## config.mk

```make
export PLATFORM = sky130hd
export DESIGN_NAME = egil_weight
export DESIGN_NICKNAME = d
export VERILOG_FILES = /design/src/rtl/elevation_grid_interpolated_lookup_assert.svh /design/src/rtl/egil_pkg.sv /design/src/rtl/egil_weight.sv
export SDC_FILE = /design/constraint.sdc
export NUM_CORES = 2
export LEC_CHECK = 0
export BUFFER_PORTS_ARGS = -buffer_cell sky130_fd_sc_hd__buf_2
export CAP_MARGIN = 40
export CORE_MARGIN = 5
export CORE_UTILIZATION = 30
export CTS_CLUSTER_DIAMETER = 120
export DETAILED_ROUTE_END_ITERATION = 8
export PLACE_DENSITY_LB_ADDON = 0.08
export SLEW_MARGIN = 30
export SYNTH_ARGS = -nofsm -noshare
export SYNTH_HDL_FRONTEND = slang
export SYNTH_SLANG_ARGS = --single-unit
export TNS_END_PERCENT = 50
```

## constraint.sdc

```tcl
create_clock -name clk -period 13 [get_ports clk]
set_input_delay 1.3 -clock clk [delete_from_list [all_inputs] [get_ports clk]]
set_output_delay 1.3 -clock clk [all_outputs]
set_load 0.005 [all_outputs]
```

## src/rtl/elevation_grid_interpolated_lookup_assert.svh

```systemverilog
// Assertion macros for the elevation grid lookup.
// Depends on nothing; expects clk and rst_n in the including scope.
`ifndef ELEVATION_GRID_INTERPOLATED_LOOKUP_ASSERT_SVH
`define ELEVATION_GRID_INTERPOLATED_LOOKUP_ASSERT_SVH
`ifndef ASSERT_OFF
`define EGIL_ASSERT_IMP(lbl, ante, cons) \
  lbl: assert property (@(posedge clk) disable iff (!rst_n) (ante) |-> (cons)) \
    else $error("assertion failed");
`define EGIL_ASSERT_NXT(lbl, ante, cons) \
  lbl: assert property (@(posedge clk) disable iff (!rst_n) (ante) |=> (cons)) \
    else $error("assertion failed");
`else
`define EGIL_ASSERT_IMP(lbl, ante, cons)
`define EGIL_ASSERT_NXT(lbl, ante, cons)
`endif
`endif

```

## src/rtl/egil_pkg.sv

```systemverilog
// Shared types, constants and exp tables for the elevation grid lookup.
// No dependencies.
package egil_pkg;

  localparam int MAX_ROWS = 256;
  localparam int MAX_COLS = 256;
  localparam int ROW_W    = $clog2(MAX_ROWS);
  localparam int COL_W    = $clog2(MAX_COLS);
  localparam int ADDR_W   = ROW_W + COL_W;

  localparam logic [2:0] CFG_ORIGIN_X  = 3'd0;
  localparam logic [2:0] CFG_ORIGIN_Y  = 3'd1;
  localparam logic [2:0] CFG_INV_RES   = 3'd2;
  localparam logic [2:0] CFG_ROW_COUNT = 3'd3;
  localparam logic [2:0] CFG_COL_COUNT = 3'd4;

  localparam logic REQ_WRITE = 1'b0;
  localparam logic REQ_QUERY = 1'b1;

  typedef struct packed {
    logic               req_type;
    logic [7:0]         cell_row;
    logic [7:0]         cell_col;
    logic signed [31:0] cell_elevation;
    logic signed [31:0] query_x;
    logic signed [31:0] query_y;
  } req_t;

  typedef struct packed {
    logic signed [31:0] altitude;
    logic               out_of_bounds;
  } res_t;

  // exp(-k), Q16.16, k = 0..11
  function automatic logic [16:0] exp_int(input logic [3:0] k);
    logic [16:0] v;
    case (k)
      4'd0:  v = 17'd65536;
      4'd1:  v = 17'd24109;
      4'd2:  v = 17'd8869;
      4'd3:  v = 17'd3263;
      4'd4:  v = 17'd1200;
      4'd5:  v = 17'd442;
      4'd6:  v = 17'd162;
      4'd7:  v = 17'd60;
      4'd8:  v = 17'd22;
      4'd9:  v = 17'd8;
      4'd10: v = 17'd3;
      4'd11: v = 17'd1;
      default: v = 17'd0;
    endcase
    return v;
  endfunction

  // exp(-i/32), Q16.16, i = 0..32
  function automatic logic [16:0] exp_frac(input logic [5:0] i);
    logic [16:0] v;
    case (i)
      6'd0:  v = 17'd65536; 6'd1:  v = 17'd63520; 6'd2:  v = 17'd61565;
      6'd3:  v = 17'd59671; 6'd4:  v = 17'd57835; 6'd5:  v = 17'd56056;
      6'd6:  v = 17'd54331; 6'd7:  v = 17'd52660; 6'd8:  v = 17'd51039;
      6'd9:  v = 17'd49469; 6'd10: v = 17'd47947; 6'd11: v = 17'd46472;
      6'd12: v = 17'd45042; 6'd13: v = 17'd43656; 6'd14: v = 17'd42313;
      6'd15: v = 17'd41011; 6'd16: v = 17'd39750; 6'd17: v = 17'd38527;
      6'd18: v = 17'd37341; 6'd19: v = 17'd36192; 6'd20: v = 17'd35079;
      6'd21: v = 17'd34000; 6'd22: v = 17'd32954; 6'd23: v = 17'd31940;
      6'd24: v = 17'd30957; 6'd25: v = 17'd30005; 6'd26: v = 17'd29081;
      6'd27: v = 17'd28187; 6'd28: v = 17'd27319; 6'd29: v = 17'd26479;
      6'd30: v = 17'd25664; 6'd31: v = 17'd24875; 6'd32: v = 17'd24109;
      default: v = 17'd0;
    endcase
    return v;
  endfunction

endpackage

```

## src/rtl/egil_weight.sv

```systemverilog
// Four-stage pipelined blend weight: exp(-0.5 * d2 * inv_res), floored at 1 LSB.
// Depends on egil_pkg.
module egil_weight import egil_pkg::*; (
  input  logic        clk,
  input  logic        rst_n,
  input  logic        in_vld,
  input  logic [1:0]  in_tag,
  input  logic [16:0] dc,
  input  logic [16:0] dr,
  input  logic [30:0] inv_res,
  output logic        out_vld,
  output logic [1:0]  out_tag,
  output logic [16:0] weight
);

  logic [3:0]  vld_r;
  logic [1:0]  tag1_r, tag2_r, tag3_r, tag4_r;
  logic [33:0] dc2_r, dr2_r;
  logic [31:0] a_r;
  logic [16:0] t0_r;
  logic [27:0] ip_r;
  logic [3:0]  k_r;
  logic        kok_r;
  logic [16:0] w_r;

  logic [34:0] sq_sum;
  logic [17:0] d2;
  logic [48:0] ad;
  logic [5:0]  fidx;
  logic [16:0] t0, t1, wf;
  logic [33:0] wp;

  always_comb begin
    sq_sum = {1'b0, dc2_r} + {1'b0, dr2_r};
    d2     = sq_sum[33:16];
    ad     = d2 * inv_res;
    fidx   = {1'b0, a_r[15:11]};
    t0     = exp_frac(fidx);
    t1     = exp_frac(fidx + 6'd1);
    wf     = t0_r - 17'(ip_r >> 11);
    wp     = exp_int(k_r) * wf;
  end

  always_ff @(posedge clk) begin
    if (!rst_n) begin
      vld_r <= '0;
    end else begin
      vld_r <= {vld_r[2:0], in_vld};
    end
    tag1_r <= in_tag;
    tag2_r <= tag1_r;
    tag3_r <= tag2_r;
    tag4_r <= tag3_r;
    dc2_r  <= dc * dc;
    dr2_r  <= dr * dr;
    a_r    <= ad[48:17];
    t0_r   <= t0;
    ip_r   <= (t0 - t1) * a_r[10:0];
    k_r    <= a_r[19:16];
    kok_r  <= (a_r[31:16] < 16'd12);
    if (kok_r && (wp[33:16] != '0)) begin
      w_r <= wp[32:16];
    end else begin
      w_r <= 17'd1;
    end
  end

  assign out_vld = vld_r[3];
  assign out_tag = tag4_r;
  assign weight  = w_r;

endmodule

```

# After elaboration in Yosys (flattened, before gate mapping)
# Memories as Yosys holds them, arrays and structs flattened. A register that Yosys moved wholly into a read port is not among the register bits.
# Index checks and enable logic that the tools add are counted.
[word_totals] romBits=1872 n_memories=3 word_cells=27 ff_bits=175
[memory_table] name="(name not given)" depth=64 width=17 read_ports=1 rd_clocked_by_memory_dff=0 wr=0 line_no="egil_pkg.sv:58" rtl="case (i)"
[memory_table] name="(name not given)" depth=32 width=17 read_ports=1 rd_clocked_by_memory_dff=1 wr=0 line_no="egil_pkg.sv:58"
[memory_table] name="(name not given)" depth=16 width=15 read_ports=1 rd_clocked_by_memory_dff=1 wr=0 line_no="egil_pkg.sv:37" rtl="case (k)"
[op_classes] multipliers=5 n_lt_le_gt_ge=1 n_addsub=4 reduce_logical=2
[op_table] op="$mul 17x17->34" n=3
[op_table] op="$mul 18x31->49" n=1
[op_table] op="$add 34x34->34" n=1
[op_table] op="$mul 18x12->28" n=1
[op_table] op="$reduce_bool 18->1" n=1
[op_table] op="$sub 17x17->18" n=1
[op_table] op="$sub 17x17->17" n=1
[op_table] op="$lt 16x4->1 const B" n=1
[op_table] op="$add 5x1->6 const B" n=1
[op_table] op="$logic_and 1x1->1" n=1

# Depth between registers and ports, before layout
[depth] ltp_word=4 ltp_mapped=45

# Worst setup path after synthesis
# No wires, ideal clock.
[synth_path] path_kind="register to register" from="register a_r[11]" to="register ip_r[27]" period_less_slack_ps=9713 slack_ps=3287 path_stages_with_launch=44 t_arrival_ps=9592 setup_ps=121 path_buffers=3 required_ps=12879 path_cell_list="dfxtp_1 > clkbuf_1 > inv_1 > ha_1 > clkbuf_1 > nand2_1 > o21ai_0 > a21oi_1 > o21ai_0 > o311ai_0 > o21ai_0 > a21oi_1 > a21oi_1 > ha_1 > inv_1 > fa_1 > a21o_1 > a21oi_1 > [... 8 more ...] > clkbuf_1 > nand2_1 > fa_1 > fa_1 > fa_1 > fa_1 > inv_1 > fa_1 > ha_1 > and3_1 > and3_1 > a21oi_1 > a31oi_1 > a311o_1 > a41o_1 > o41ai_1 > o21bai_1 > xnor2_1"
[synth_between] elab_chain_len=4
[synth_lines] element="from (decl)" line_no="egil_weight.sv:19" rtl="logic [31:0] a_r;"
[synth_lines] element="from (signal assigned)" line_no="egil_weight.sv:56" rtl="a_r <= ad[48:17];"
[synth_lines] element="$add 5x1->6" line_no="egil_weight.sv:39" rtl="t1 = exp_frac(fidx + 6'd1);"
[synth_lines] element="$mem_v2 64x17"
[synth_lines] element="$sub 17x17->18" line_no="egil_weight.sv:58" rtl="ip_r <= (t0 - t1) * a_r[10:0];"
[synth_lines] element="$mul 18x12->28" line_no="egil_weight.sv:58"
[synth_lines] element="to (signal assigned)" line_no="egil_weight.sv:58"
[synth_lines] element="to (decl)" line_no="egil_weight.sv:21" rtl="logic [27:0] ip_r;"
# Every way passes these cells.
# A chain may end at the register's enable or synchronous reset.

# Final worst setup path
# Same ends and word-level chain as after synthesis.

==> reports/qor.yml <==
run_status:
  status: "finished clean"
sta:
  worst_slew_pin_slew_ps: 868.7
  setup_violations: 0
  hold_viol_final: 0
  rsz0062_at_grt: "no"
  fin_ws_ps: 1792
  fin_skew_ps: 25.81
  finalCritPeriodShare_pct: 86.21
  period_minus_slack_ps: 11210
  max_freq_mhz: 89.23
  finalSetupTns_ps: 0
  max_slew_margin_pct: 40.59
  slew_viol_final: 0
  worst_hold_slack_ps: 333.0
clocking:
  clkLatencyLatePin_ps: 530
  clk_root_buffer_cell: "clkbuf_16"
  holdBufCountCts: 0
  post_cts_buffers: 0
  cts_tree: "built"
  clockBufferDepth: 2
  cts_resized: 0
  cts_made_buffers: 17
  cts.sinks: 191
  htreeDepth: 4
  clk_pin_slew_ps: 90
placed_design:
  place_area_mm2: 0.05977
  dp_hpwl_um: 125600
  dp_slack_ps: 1778
  port_buffers: 89
  place.gp.congestion: 0.8146
route:
  met1_length_um: 68930
  drc_errors: 0
  wl_um: 151500
  met2_length_um: 77750
  dr_wl_met3_um: 2716
  via_per_inst: 4.467
  dr.pass1.iters: 6
  ant_nets: 0
  highest_layer: "met5"
  num_vias: 39370
  wl_per_cell_um: 17.19
  drtIter0Drc: 1375
hold_path:
  min_to: "out_tag[0]$_DFF_P_"
  hold-path-cell-count: 0
  hold_start: "tag3_r[0]$_DFF_P_"
  min_path_type: "register to register"
setup_path:
  r2r_cells: 41
  reg2reg_from: "a_r[11]$_DFF_P_"
  critPathKind: "register to register"
  worstPathRequired_ps: 13400
  worstPathArrival_ps: 11610
  critPathMostFrequentCell: "a21oi_1"
  critPathMaxStageDelay_ps: 840
  start_kind: "register"
  crit_fanout: 23
  endpoint_kind: "register"
  timing.rr.end: "ip_r[27]$_DFF_P_"
  cpMaxStageDelayCell: "dfxtp_1"
  reg2reg_slack_ps: 1790
die:
  die_area_mm2: 0.1964
  fp.dieW_um: 443.2
  row_count: 159
  die_h_um: 443.2
  coreArea_mm2: 0.1872
  initial_core_util_pct: 30.07
  io_pins: 90
global_route:
  grt_pass1_wl_um: 246700
  grt_pass1_vias: 43440
  antenna_found_initial: 11
  grt_usage_pct: 15.84
  grt_max_degree: 32
  overflow: 0
logic_synthesis:
  yosysWarnings: 0
  ys_ff_latch: 191
  yosysUniqueCellTypes: 82
  syn_area_mm2: 0.05630
  ys.flop_type: "dfxtp_1"
  syn_inst: 6357
  async_flop_share_pct: 0
  seq_area_frac_synth_pct: 6.792
  synth-edff-count: 0
  synth_nets: 8235
  synth_area_per_cell_um2: 8.856
final_layout:
  fin_nets: 8179
  syn2layout_area_growth_pct: 7.310
  fin_area_mm2: 0.06041
  drive_gt1_share_pct: 4.355
run:
  drv_cap: 0
## through the flow
step / std cells / utilization (%)
after CTS: 8808 / 32.26
after floorplan: 6357 / -
after detailed placement: 8776 / 31.93
final: 8814 / 32.27
after global routing: 8811 / 32.27
after global placement: 8765 / 31.84
## synth_stat cells, types with 5 or more instances
library cell,number,area share [%]
a31o_2,6,0.093
a21boi_0,8,0.11
o31ai_1,8,0.11
o2111ai_1,5,0.078
o21a_1,45,0.60
nor3b_1,20,0.27
o21bai_1,16,0.21
o22ai_1,6,0.067
and2_1,503,5.6
nand2_1,804,5.4
clkbuf_1,228,1.5
o211ai_1,10,0.13
a21o_1,48,0.64
nor4_1,10,0.11
o31a_1,5,0.078
xor2_1,49,0.76
and3_1,17,0.19
fa_1,1207,43
dfxtp_1,191,6.8
o21ai_0,101,0.90
a211oi_1,22,0.29
o311ai_0,5,0.078
or2_2,12,0.13
nor2_1,213,1.4
nand2b_1,39,0.43
nor3_1,60,0.53
a221oi_1,9,0.14
ha_1,601,13
or3_1,15,0.17
a21oi_1,151,1.3
nand4_1,17,0.19
inv_1,1571,10
nor2b_1,43,0.48
mux2i_1,8,0.14
buf_1,19,0.13
or3b_2,10,0.16
o41ai_1,6,0.093
or4_1,5,0.067
nand3b_1,9,0.12
nand3_1,36,0.32
xnor2_1,129,2.0
a31oi_1,20,0.22
## worst max path at each step
stage	cells past startpoint	startpoint	slack, ps	end
final	41	a_r[11]$_DFF_P_	1790	ip_r[27]$_DFF_P_
after global placement	36	a_r[11]$_DFF_P_	1380	ip_r[27]$_DFF_P_
after detailed placement	41	a_r[11]$_DFF_P_	1780	ip_r[27]$_DFF_P_
after CTS	41	a_r[11]$_DFF_P_	1730	ip_r[27]$_DFF_P_
after global routing	41	a_r[11]$_DFF_P_	720	ip_r[27]$_DFF_P_
after floorplan	43	a_r[11]$_DFF_P_	3290	ip_r[27]$_DFF_P_
## state kept, by name, summed over array words and instances, names as in the netlist, named ones only
signal,flops
tag2_r,2
kok_r,1
out_tag,2
t0_r,17
dc2_r,32
vld_r,4
weight,17
t0,17
dr2_r,32
tag1_r,2
ip_r,17
a_r,32
tag3_r,2
## worst max-delay path, delay by kind of cell (launching register included)
kind	cells	cell delay (ps)
buffers and inverters	3	330
xor gates and xnor gates	2	310
and+or+nand+nor	5	710
AOI/OAI and AO/OA	21	4490
DFF	1	840
adders and majority gates	10	4380
## cells by family (layout without fill, tap and decap cells)
| group | Yosys count | count (layout) | share of synthesized area, % |
|---|---|---|---|
| compound gates | 524 | 524 | 6.085 |
| xor+xnor | 179 | 179 | 2.798 |
| fa+ha+maj | 1808 | 1808 | 56.28 |
| buf+inv | 1819 | 1776 | 12.13 |
| flops | 191 | 191 | 6.792 |
| mux | 10 | 10 | 0.1822 |
| other cells | 0 | 5 | 0 |
| simple gates | 1826 | 1826 | 15.74 |
## per-layer routing
metal / vias to the layer above / global-route usage [%]
li1: 18840 / -
met1: 20130 / 20.79
met2: 314 / 28.77
met3: 80 / 1.437
met4: 6 / 2.567
met5: - / 0
## area by class of cell
type | instances | area [um^2]
fill | 19780 | 126800
multi-input combinational | 4347 | 45820
inverter | 1572 | 5901
sequential | 191 | 3824
tap | 2495 | 3122
timing repair buffer | 172 | 1109
clock buffer | 17 | 425.4
clock inverter | 15 | 202.7
antenna | 5 | 12.51
## layout by cell type (no fill, tap or decap), drive strengths merged, types with 6 or more instances in the layout
cell       n
nand4     17
nor4      10
clkbuf    17
and2     504
or3       16
clkinv     9
o211ai    10
o22ai      6
nand2    804
inv     1578
a31oi     21
o21bai    16
nor2     213
xor2      50
and3      18
xnor2    129
nor2b     43
ha       601
o311ai     6
or3b      10
a211oi    23
dfxtp    191
or2       12
fa      1207
o21a      45
nor3      60
a221oi     9
nand3b     9
mux2i      8
buf      172
nor3b     20
nand3     36
o31ai      8
o41ai      6
a21o      50
a21boi     9
nand2b    39
a21oi    151
a31o       7
o21ai    104
Power is left out: the tool's default activity adds up to more than one toggle a clock period on the data nets, which glitch-free logic cannot reach.
